==> src/rtl/tpc_pkg.sv <==
`default_nettype none

package tpc_pkg;

   localparam int unsigned CSR_INDEX_W = 8;
   localparam int unsigned CSR_DATA_W  = 16;

   localparam int unsigned TPS_W       = 10;
   localparam int unsigned FPT_W       = 16;
   localparam int unsigned SEL_W       = 4;
   localparam int unsigned MAG_W       = 4;
   localparam int unsigned DUR_W       = 8;
   localparam int unsigned PCT_W       = 7;

   localparam logic [CSR_INDEX_W-1:0] REG_TICKS_PER_SECOND = CSR_INDEX_W'(0);
   localparam logic [CSR_INDEX_W-1:0] REG_FUEL_PER_TICK    = CSR_INDEX_W'(1);

   localparam logic [TPS_W-1:0] TPS_RESET      = TPS_W'(100);
   localparam logic [FPT_W-1:0] FPT_RESET      = FPT_W'(21);
   localparam logic [PCT_W-1:0] FUEL_FULL_PCT  = PCT_W'(100);
   localparam logic [DUR_W-1:0] ELAPSED_MAX    = '1;

   typedef struct packed {
      logic                   command_valid;
      logic [15:0]            command_word;
   } req_payload_type;

   typedef struct packed {
      logic                   drive_down;
      logic                   drive_up;
      logic                   drive_right;
      logic                   drive_left;
      logic                   impulse_on;
      logic                   command_active;
      logic [PCT_W-1:0]       fuel_percent;
   } rsp_payload_type;

   typedef struct packed {
      logic [CSR_INDEX_W-1:0] index;
      logic [CSR_DATA_W-1:0]  data;
   } csr_payload_type;

endpackage

`default_nettype wire

==> src/rtl/tpc_stream_if.sv <==
`default_nettype none

interface tpc_stream_if #(
   parameter type payload_type = logic
);
   logic        valid;
   logic        ready;
   payload_type payload;

   modport source (output valid, output payload, input ready);
   modport sink   (input valid, input payload, output ready);
endinterface

`default_nettype wire

==> src/rtl/thruster_pulse_controller.sv <==
// Thruster pulse controller: one request per task tick, one response per request, in order.
// A request may carry a new command (select, magnitude, duration) that restarts the pulse
// timing. A request is taken every cycle when the response side keeps up; a response is
// offered from the result register after its request has passed the input register (one input
// register, one result register), and the whole tick update sits between those two registers.
// Config (ticks_per_second at index 0, fuel_per_tick at index 1, other indexes ignored) is
// taken every cycle and must only be written while no request is in flight.
`default_nettype none

module thruster_pulse_controller #(
   parameter int unsigned MAGNITUDE_LEVELS   = 16,
   parameter int unsigned FUEL_FRACTION_BITS = 24
) (
   input  wire logic        clock,
   input  wire logic        reset,
   tpc_stream_if.sink       req_if,
   tpc_stream_if.source     rsp_if,
   tpc_stream_if.sink       csr_if
);

   localparam int unsigned ML_W   = $clog2(MAGNITUDE_LEVELS + 1);
   localparam int unsigned LHS_W  = tpc_pkg::TPS_W + ML_W;
   localparam int unsigned RHS_W  = tpc_pkg::MAG_W + tpc_pkg::TPS_W;
   localparam int unsigned CMP_W  = (LHS_W > RHS_W) ? LHS_W : RHS_W;
   localparam int unsigned FUEL_W = FUEL_FRACTION_BITS + tpc_pkg::PCT_W;
   localparam int unsigned SUB_W  = (FUEL_W > tpc_pkg::FPT_W) ? FUEL_W : tpc_pkg::FPT_W;
   localparam logic [FUEL_W-1:0] FUEL_RESET =
      FUEL_W'(100) << FUEL_FRACTION_BITS;

   // config
   logic [tpc_pkg::TPS_W-1:0]  tps_ff;
   logic [tpc_pkg::FPT_W-1:0]  fpt_ff;

   // pipeline
   logic                       s1_valid_ff;
   tpc_pkg::req_payload_type   s1_ff;
   logic                       out_valid_ff;
   tpc_pkg::rsp_payload_type   out_ff;
   tpc_pkg::rsp_payload_type   out_in;
   logic                       s1_adv;

   // tick state
   logic [tpc_pkg::SEL_W-1:0]  sel_ff,     sel_in;
   logic [tpc_pkg::MAG_W-1:0]  mag_ff,     mag_in;
   logic [tpc_pkg::DUR_W-1:0]  dur_ff,     dur_in;
   logic [tpc_pkg::DUR_W-1:0]  elapsed_ff, elapsed_in;
   logic [tpc_pkg::TPS_W-1:0]  sub_ff,     sub_in;
   logic [tpc_pkg::SEL_W-1:0]  drive_ff,   drive_in;
   logic                       last_ff,    last_in;
   logic [FUEL_W-1:0]          fuel_ff,    fuel_in;

   // combinational helpers
   logic [tpc_pkg::DUR_W-1:0]  elapsed_cur;
   logic [tpc_pkg::TPS_W-1:0]  sub_cur;
   logic                       active;
   logic                       pulse;
   logic [CMP_W-1:0]           lhs;
   logic [CMP_W-1:0]           rhs;
   logic [tpc_pkg::TPS_W-1:0]  sub_inc;
   logic [SUB_W-1:0]           fuel_ext;
   logic [SUB_W-1:0]           fpt_ext;
   logic [tpc_pkg::PCT_W-1:0]  pct;

   assign s1_adv       = s1_valid_ff && (!out_valid_ff || rsp_if.ready);
   assign req_if.ready = !s1_valid_ff || s1_adv;
   assign rsp_if.valid = out_valid_ff;
   assign rsp_if.payload = out_ff;
   assign csr_if.ready = 1'b1;

   always_comb begin
      sel_in     = sel_ff;
      mag_in     = mag_ff;
      dur_in     = dur_ff;
      elapsed_cur = elapsed_ff;
      sub_cur    = sub_ff;
      if (s1_ff.command_valid) begin
         sel_in      = s1_ff.command_word[3:0];
         mag_in      = s1_ff.command_word[7:4];
         dur_in      = s1_ff.command_word[15:8];
         elapsed_cur = '0;
         sub_cur     = '0;
      end

      active = elapsed_cur < dur_in;
      lhs    = CMP_W'(sub_cur) * CMP_W'(MAGNITUDE_LEVELS);
      rhs    = CMP_W'(mag_in) * CMP_W'(tps_ff);
      pulse  = active && (lhs < rhs);

      elapsed_in = elapsed_cur;
      sub_in     = sub_cur;
      sub_inc    = sub_cur + tpc_pkg::TPS_W'(1);
      if (!active) begin
         drive_in = '0;
      end else begin
         drive_in = pulse ? (drive_ff | sel_in) : (drive_ff & ~sel_in);
         if (sub_inc >= tps_ff) begin
            sub_in = '0;
            if (elapsed_cur != tpc_pkg::ELAPSED_MAX) begin
               elapsed_in = elapsed_cur + tpc_pkg::DUR_W'(1);
            end
         end else begin
            sub_in = sub_inc;
         end
      end

      fuel_ext = SUB_W'(fuel_ff);
      fpt_ext  = SUB_W'(fpt_ff);
      fuel_in  = fuel_ff;
      // burn only on the second and later consecutive on ticks
      if (pulse && last_ff) begin
         fuel_in = (fuel_ext > fpt_ext) ? FUEL_W'(fuel_ext - fpt_ext) : '0;
      end
      last_in = pulse;

      pct = fuel_in[FUEL_W-1 -: tpc_pkg::PCT_W];
      if (pct > tpc_pkg::FUEL_FULL_PCT) begin
         pct = tpc_pkg::FUEL_FULL_PCT;
      end

      out_in.drive_down     = drive_in[0];
      out_in.drive_up       = drive_in[1];
      out_in.drive_right    = drive_in[2];
      out_in.drive_left     = drive_in[3];
      out_in.impulse_on     = pulse;
      out_in.command_active = active;
      out_in.fuel_percent   = pct;
   end

   always_ff @(posedge clock) begin
      if (reset) begin
         tps_ff <= tpc_pkg::TPS_RESET;
         fpt_ff <= tpc_pkg::FPT_RESET;
      end else if (csr_if.valid) begin
         if (csr_if.payload.index == tpc_pkg::REG_TICKS_PER_SECOND) begin
            tps_ff <= csr_if.payload.data[tpc_pkg::TPS_W-1:0];
         end else if (csr_if.payload.index == tpc_pkg::REG_FUEL_PER_TICK) begin
            fpt_ff <= csr_if.payload.data[tpc_pkg::FPT_W-1:0];
         end
      end
   end

   always_ff @(posedge clock) begin
      if (reset) begin
         s1_valid_ff  <= 1'b0;
         out_valid_ff <= 1'b0;
         sel_ff       <= '0;
         mag_ff       <= '0;
         dur_ff       <= '0;
         elapsed_ff   <= '0;
         sub_ff       <= '0;
         drive_ff     <= '0;
         last_ff      <= 1'b0;
         fuel_ff      <= FUEL_RESET;
      end else begin
         if (req_if.ready) begin
            s1_valid_ff <= req_if.valid;
         end
         if (s1_adv) begin
            out_valid_ff <= 1'b1;
            sel_ff       <= sel_in;
            mag_ff       <= mag_in;
            dur_ff       <= dur_in;
            elapsed_ff   <= elapsed_in;
            sub_ff       <= sub_in;
            drive_ff     <= drive_in;
            last_ff      <= last_in;
            fuel_ff      <= fuel_in;
         end else if (rsp_if.ready) begin
            out_valid_ff <= 1'b0;
         end
      end
   end

   always_ff @(posedge clock) begin
      if (req_if.valid && req_if.ready) begin
         s1_ff <= req_if.payload;
      end
      if (s1_adv) begin
         out_ff <= out_in;
      end
   end

endmodule

`default_nettype wire

==> src/flat_wrapper.sv <==
// flat-port wrapper written by rule: the top's interface ports become plain ports
module thruster_pulse_controller_flat 
#(
   parameter int unsigned MAGNITUDE_LEVELS   = 16,
   parameter int unsigned FUEL_FRACTION_BITS = 24
)
  (clock, reset, req_if_valid, req_if_payload, req_if_ready, rsp_if_valid, rsp_if_payload, rsp_if_ready, csr_if_valid, csr_if_payload, csr_if_ready);
  tpc_stream_if #(.payload_type(tpc_pkg::req_payload_type)) req_if_i ();
  tpc_stream_if #(.payload_type(tpc_pkg::rsp_payload_type)) rsp_if_i ();
  tpc_stream_if #(.payload_type(tpc_pkg::csr_payload_type)) csr_if_i ();
  input  wire logic clock;
  input  wire logic reset;
  input wire logic [$bits(req_if_i.valid)-1:0] req_if_valid;
  input wire logic [$bits(req_if_i.payload)-1:0] req_if_payload;
  output wire logic [$bits(req_if_i.ready)-1:0] req_if_ready;
  output wire logic [$bits(rsp_if_i.valid)-1:0] rsp_if_valid;
  output wire logic [$bits(rsp_if_i.payload)-1:0] rsp_if_payload;
  input wire logic [$bits(rsp_if_i.ready)-1:0] rsp_if_ready;
  input wire logic [$bits(csr_if_i.valid)-1:0] csr_if_valid;
  input wire logic [$bits(csr_if_i.payload)-1:0] csr_if_payload;
  output wire logic [$bits(csr_if_i.ready)-1:0] csr_if_ready;
  assign req_if_i.valid = req_if_valid;
  assign req_if_i.payload = req_if_payload;
  assign req_if_ready = req_if_i.ready;
  assign rsp_if_valid = rsp_if_i.valid;
  assign rsp_if_payload = rsp_if_i.payload;
  assign rsp_if_i.ready = rsp_if_ready;
  assign csr_if_i.valid = csr_if_valid;
  assign csr_if_i.payload = csr_if_payload;
  assign csr_if_ready = csr_if_i.ready;
  thruster_pulse_controller #(.MAGNITUDE_LEVELS(MAGNITUDE_LEVELS), .FUEL_FRACTION_BITS(FUEL_FRACTION_BITS)) u_core (.clock(clock), .reset(reset), .req_if(req_if_i), .rsp_if(rsp_if_i), .csr_if(csr_if_i));
endmodule
==> config.mk <==
export PLATFORM = sky130hd
export DESIGN_NAME = thruster_pulse_controller_flat
export DESIGN_NICKNAME = d
export VERILOG_FILES = /design/src/rtl/tpc_pkg.sv /design/src/rtl/tpc_stream_if.sv /design/src/rtl/thruster_pulse_controller.sv /design/src/flat_wrapper.sv
export SDC_FILE = /design/constraint.sdc
export NUM_CORES = 1
export LEC_CHECK = 0
export BUFFER_PORTS_ARGS = -buffer_cell sky130_fd_sc_hd__buf_2
export CORE_MARGIN = 10
export CORE_UTILIZATION = 51
export DETAILED_ROUTE_END_ITERATION = 7
export GPL_TIMING_DRIVEN = 0
export PLACE_DENSITY_LB_ADDON = 0.08
export SYNTH_ARGS = -nofsm -noshare
export SYNTH_HDL_FRONTEND = slang
export SYNTH_SLANG_ARGS = --single-unit
==> constraint.sdc <==
create_clock -name clock -period 9 [get_ports clock]
set_input_delay 0.9 -clock clock [delete_from_list [all_inputs] [get_ports clock]]
set_output_delay 0.9 -clock clock [all_outputs]
set_load 0.01 [all_outputs]
# Yosys cells after proc, flatten, opt, wreduce, memory -nomap -nowiden
# Index checks and enable logic that the tools add are counted.
dict set report totals {
  register_bits 128
  romBits 0
  mem_bits_rw 0
  n_memories 0
  input_bits 46
  latch_bits 0
}
dict set report op_classes {
  reduce_logical 13
  n_mul 1
  magnitude_cmp 5
  bitwise 4
  addsub 3
  n_mux 16
  n_div 0
  n_eq_ne 2
  shifts 0
}
# cell n
set op_table {}
lappend op_table {{$mux 31} 2}
lappend op_table {{$mux 8} 5}
lappend op_table {{$gt 31x16->1} 1}
lappend op_table {{$sub 31x16->31} 1}
lappend op_table {{$mux 10} 3}
lappend op_table {{$mux 4} 4}
lappend op_table {{$lt 14x14->1} 1}
lappend op_table {{$mul 4x10->14} 1}
lappend op_table {{$add 10x1->10 const B} 1}
lappend op_table {{$ge 10x10->1} 1}
lappend op_table {{$add 8x1->8 const B} 1}
lappend op_table {{$eq 8x1->1 const B} 1}
lappend op_table {{$logic_not 8->1} 1}
lappend op_table {{$lt 8x8->1} 1}
lappend op_table {{$ne 8x8->1 const B} 1}
lappend op_table {{$gt 7x7->1 const B} 1}
lappend op_table {{$and 4x4->4} 1}
lappend op_table {{$logic_and 1x1->1} 4}
lappend op_table {{$not 4->4} 1}
lappend op_table {{$or 4x4->4} 1}
lappend op_table {{$reduce_and 2->1} 2}
lappend op_table {{$reduce_and 3->1} 1}
lappend op_table {{$logic_not 1->1} 2}
lappend op_table {{$logic_or 1x1->1} 2}
lappend op_table {{other kinds (3)} 4}

# Depth between registers and ports, before layout
dict set report depth {
  word_depth 7
  depth_mapped 30
  mapped_depth_nobuf 26
}

# Worst setup path after synthesis
# Ideal clock, no wire load.
dict set report synth_path {
  path_type {register to register}
  start {reg u_core.s1_ff[16] in the netlist's numbering}
  end {reg u_core.out_ff (netlist bit u_core.rsp_if.payload[2]), data pin}
  stages_incl_launch_ff 28
  synth_period_minus_slack_ns 6.571
  path_buffers 3
  arrival_time_ns 6.305
  slack_ns 2.429
  path_cell_list {edfxtp_1 > clkbuf_1 > buf_2 > mux2i_1 > clkbuf_1 > nor2_1 > fa_1 > inv_1 > fa_1 > inv_1 > ha_1 > a21oi_1 > nor2b_1 > o21a_1 > o311a_1 > o21a_1 > o21ai_0 > a21oi_1 > xnor2_1 > ha_1 > and4_1 > nor3b_1 > a22oi_1 > nand4_1 > or3_1 > o32a_1 > o31ai_2 > o21ai_1}
}
dict set report synth_between {
  elab_chain_len 7
}
# element line
set synth_rtl {}
lappend synth_rtl {{from (decl)} thruster_pulse_controller.sv:36} ;# tpc_pkg::req_payload_type s1_ff;
lappend synth_rtl {{from (signal assigned)} thruster_pulse_controller.sv:176} ;# s1_ff <= req_if.payload;
lappend synth_rtl {{$mux 4} thruster_pulse_controller.sv:76} ;# if (s1_ff.command_valid) begin
lappend synth_rtl {{$mul 4x10->14} thruster_pulse_controller.sv:86} ;# rhs = CMP_W'(mag_in) * CMP_W'(tps_ff);
lappend synth_rtl {{$lt 14x14->1} thruster_pulse_controller.sv:87} ;# pulse = active && (lhs < rhs);
lappend synth_rtl {{$logic_and 1x1->1 *} thruster_pulse_controller.sv:87}
lappend synth_rtl {{$logic_and 1x1->1 *} thruster_pulse_controller.sv:110} ;# if (pulse && last_ff) begin
lappend synth_rtl {{$mux 31 *} thruster_pulse_controller.sv:110}
lappend synth_rtl {{$gt 7x7->1} thruster_pulse_controller.sv:116} ;# if (pct > tpc_pkg::FUEL_FULL_PCT) begin
lappend synth_rtl {{to (signal assigned)} thruster_pulse_controller.sv:179} ;# out_ff <= out_in;
lappend synth_rtl {{to (decl)} thruster_pulse_controller.sv:38} ;# tpc_pkg::rsp_payload_type out_ff;
# Every way passes the cells marked *; elsewhere a longest branch is shown, timed or not.
# A chain may end at the register's enable or synchronous reset.

# Worst setup path in the final report
dict set report layout_path {
  start {reg u_core.s1_ff[16] in the netlist's numbering}
  end {reg u_core.fuel_ff[6] (netlist: u_core.fuel_ext[6])}
}
dict set report layout_between {
  elab_chain_len 6
}
# element line
set layout_rtl {}
lappend layout_rtl {{$mux 4} thruster_pulse_controller.sv:76}
lappend layout_rtl {{$mul 4x10->14} thruster_pulse_controller.sv:86}
lappend layout_rtl {{$lt 14x14->1} thruster_pulse_controller.sv:87}
lappend layout_rtl {{$logic_and 1x1->1 *} thruster_pulse_controller.sv:87}
lappend layout_rtl {{named net u_core.last_in} thruster_pulse_controller.sv:49} ;# logic last_ff, last_in;
lappend layout_rtl {{$logic_and 1x1->1 *} thruster_pulse_controller.sv:110}
lappend layout_rtl {{$reduce_and 2->1 (no line) *} n/a}
lappend layout_rtl {{to (signal assigned)} thruster_pulse_controller.sv:167} ;# fuel_ff <= fuel_in;
lappend layout_rtl {{to (decl)} thruster_pulse_controller.sv:50} ;# logic [FUEL_W-1:0] fuel_ff, fuel_in;
# Mark *: on every way through the listed nets, which the timed path passes. The rest lies on a longest branch.

==> reports/qor.yml <==
outcome: "finished, final reports clean"
overflow: 0
final_nets: 1106
p_per_area_nw_per_um2: 166.6
critPathRequiredTime_ps: 9350
finish.utilization_pct: 59.90
ys_ff_latch: 128
antennaDiodeCount: 0
clk_path_buf_depth: 2
vias: 6578
slew_headroom_pct: 18.60
wirelength_um: 19700
setup_ws_ps: 780.6
final_cells: 1204
clkSinkCount: 128
power.share.clock_pct: 43.3
cp_max_fo: 10
drv_slew: 0
dr.pass1.iters: 5
place_inst: 1172
worstPathArrival_ps: 8570
drcViolationCount: 0
hpwl_um: 14820
drive_above_1_share_pct: 11.98
max_freq_mhz: 121.7
cts_setup_buffers: 0
h-tree-depth: 4
antenna_found_initial: 0
grt_pass1_wl_um: 32490
place_ws_ps: 872.7
finalClockSkew_ps: 7.053
setup_viol: 0
switchingPower_uw: 427.4
numPortBuffers: 60
end_kind: "flip-flop"
die_h_um: 145.6
sequentialPowerShare_pct: 41.0
post_cts_resized: 0
drtIter0Drc: 553
coreArea_um2: 15310
fp-row-count: 45
leakagePower_nw: 4.053
tightest_slew_ps: 1221
clock_latency_ps: 420
clockRootBuffer: "clkbuf_16"
cap_viol_max_count: 0
die-area_um2: 21200
cp-start-kind: "flip-flop"
syn_avg_cell_area_um2: 8.931
vdd_ir_drop_max_mv: 0.1360
grt_pass1_vias: 6296
grt_max_degree: 23
hold_path_class: "reg -> reg"
finalCriticalPeriod_ps: 8219
max_stage_delay_ps: 560
yosysSeqAreaShare_pct: 35.58
die-width_um: 145.6
clkTransAtPathRegs_ps: 60
synth_warnings: 0
hold-worst-slack_ps: 454.1
cts_tree: "yes"
start_util_pct: 52.54
worstSetupPathType: "reg -> reg"
synth_nets: 1027
hold_violations: 0
hold_buffers: 0
synth_top_flop_cell: "dfxtp_1"
crit_slowest_cell: "fa_1"
synth_area_um2: 8046
gp_congestion: 0.8619
synth_edf_count: 30
syn2layout_area_growth_pct: 14.01
internal-power_mw: 1.101
ys_types: 71
cts_buffers: 17
avgRoutedWirePerCell_um: 16.37
syn_inst: 901
async_flop_share_pct: 0
timing.final.crit_share_pct: 91.33
power_frac_comb_pct: 15.7
rsz0062_at_grt: "no"
switching_share_pct: 27.97
grt.total_usage_pct: 18.49
setup_tns_ps: 0
final_antenna_net_count: 0
via_per_inst: 5.463
io_pins: 62
fill_cells: 1387
==> state kept, by name, summed over array words and instances (netlist names) <==
register and cells:
u_core.last_ff 1, u_core.fuel_ext 31, u_core.s1_ff 17, u_core.tps_ff 10
u_core.rsp_if.payload 13, u_core.sel_ff 4, u_core.sub_ff 10, u_core.dur_ff 8
u_core.elapsed_ff 8, u_core.rsp_if.valid 1, u_core.mag_ff 4, u_core.s1_valid_ff 1
u_core.fpt_ff 16, u_core.drive_ff 4
==> cell families (layout without fill, tap and decap cells) <==
| group | count (synthesis) | count (layout) | synth area share, % |
|---|---|---|---|
| AO/OA/AOI/OAI | 162 | 162 | 14.24 |
| multiplexers | 43 | 43 | 5.380 |
| other | 1 | 1 | 0.04660 |
| AND/OR/NAND/NOR | 346 | 346 | 21.12 |
| flip-flops | 128 | 128 | 35.58 |
| XOR/XNOR | 44 | 44 | 4.789 |
| buffers and inverters | 97 | 189 | 4.820 |
| adder cells (fa/ha/maj) | 80 | 80 | 14.03 |
==> final cells by class <==
| class | count | area, um^2 | area share [%] |
|---|---|---|---|
| multi-input combinational | 676 | 4796 | 52.28 |
| clock buffer | 20 | 456.7 | 4.978 |
| sequential | 128 | 2863 | 31.21 |
| buffer | 37 | 162.7 | 1.773 |
| tap | 211 | 264.0 | 2.878 |
| clock inverter | 12 | 106.4 | 1.159 |
| inverter | 60 | 225.2 | 2.455 |
| timing repair buffer | 60 | 300.3 | 3.273 |
==> Yosys cell counts, drive strengths merged (8+ instances only) <==
| master | number | area (um^2) |
|---|---|---|
| a211oi | 14 | 115.1 |
| a21o | 17 | 127.6 |
| a21oi | 38 | 190.2 |
| a221oi | 12 | 105.1 |
| a22oi | 18 | 135.1 |
| and2 | 13 | 83.83 |
| and3 | 11 | 68.82 |
| buf | 9 | 57.56 |
| clkbuf | 28 | 105.1 |
| dfxtp | 98 | 1962 |
| edfxtp | 30 | 900.9 |
| fa | 17 | 340.3 |
| ha | 63 | 788.3 |
| inv | 59 | 221.5 |
| mux2i | 41 | 410.4 |
| nand2 | 63 | 236.5 |
| nand2b | 11 | 68.82 |
| nand3 | 15 | 75.07 |
| nand4 | 13 | 81.33 |
| nor2 | 133 | 501.7 |
| nor2b | 24 | 150.1 |
| nor3 | 25 | 130.1 |
| o211ai | 8 | 60.06 |
| o21ai | 16 | 80.08 |
| or3 | 9 | 56.30 |
| xnor2 | 29 | 254.0 |
| xor2 | 15 | 131.4 |
==> worst max-delay path, delay by kind of cell, from the launching register on <==
kind                     cells  cell delay [ps]
flip-flops                   1              500
AO/OA/AOI/OAI                8             1760
buffers and inverters        7             2060
XOR/XNOR                     1              180
AND/OR/NAND/NOR              8             1670
multiplexers                 1              310
adder cells (fa/ha/maj)      4             1660
==> final timing paths <==
check                startpoint            endpoint  slack [ps]  depth (start not counted)
min reg2reg  u_core.drive_ff[3]  u_core.drive_ff[3]         450                          2
max            u_core.s1_ff[16]  u_core.fuel_ext[6]         780                         29
max reg2reg    u_core.s1_ff[16]  u_core.fuel_ext[6]         780                         29
min          u_core.drive_ff[3]  u_core.drive_ff[3]         450                          2
==> routing by layer <==
metal	vias up	global-route usage, %	wire, um
met1	3067	25.73	9959
li1	3336	-	-
met2	154	28.06	8527
met3	21	4.067	961
met5	-	0	0
met4	0	5.258	256
==> power by group through the flow <==
| stage | sequential (mW) | combinational, mW | clock, mW |
|---|---|---|---|
| after global routing | 0.629 | 0.270 | 0.700 |
| after detailed placement | 0.638 | 0.237 | 0 |
| after global placement | 0.638 | 0.234 | 0 |
| after floorplan | 0.636 | 0.172 | 0 |
| after CTS | 0.626 | 0.239 | 0.671 |
| final | 0.626 | 0.240 | 0.662 |
==> placed cells by master (no fill, tap or decap), drive strengths merged, types with 15 or more instances in the layout <==
cell type and instances:
a21o 17, a21oi 38, a22oi 18, buf 69, clkbuf 48, dfxtp 98, edfxtp 30, fa 17
ha 63, inv 63, mux2i 41, nand2 63, nand3 15, nor2 133, nor2b 24, nor3 25
o21ai 16, xnor2 29, xor2 15
==> through the flow <==
stage	total power [mW]	area, um^2
CTS	1.536	9174
global placement	0.8717	8611
global route	1.599	9174
finish	1.528	9174
floorplan	0.8082	8046
detailed placement	0.8753	8611
Power figures use the tool's default switching activity.
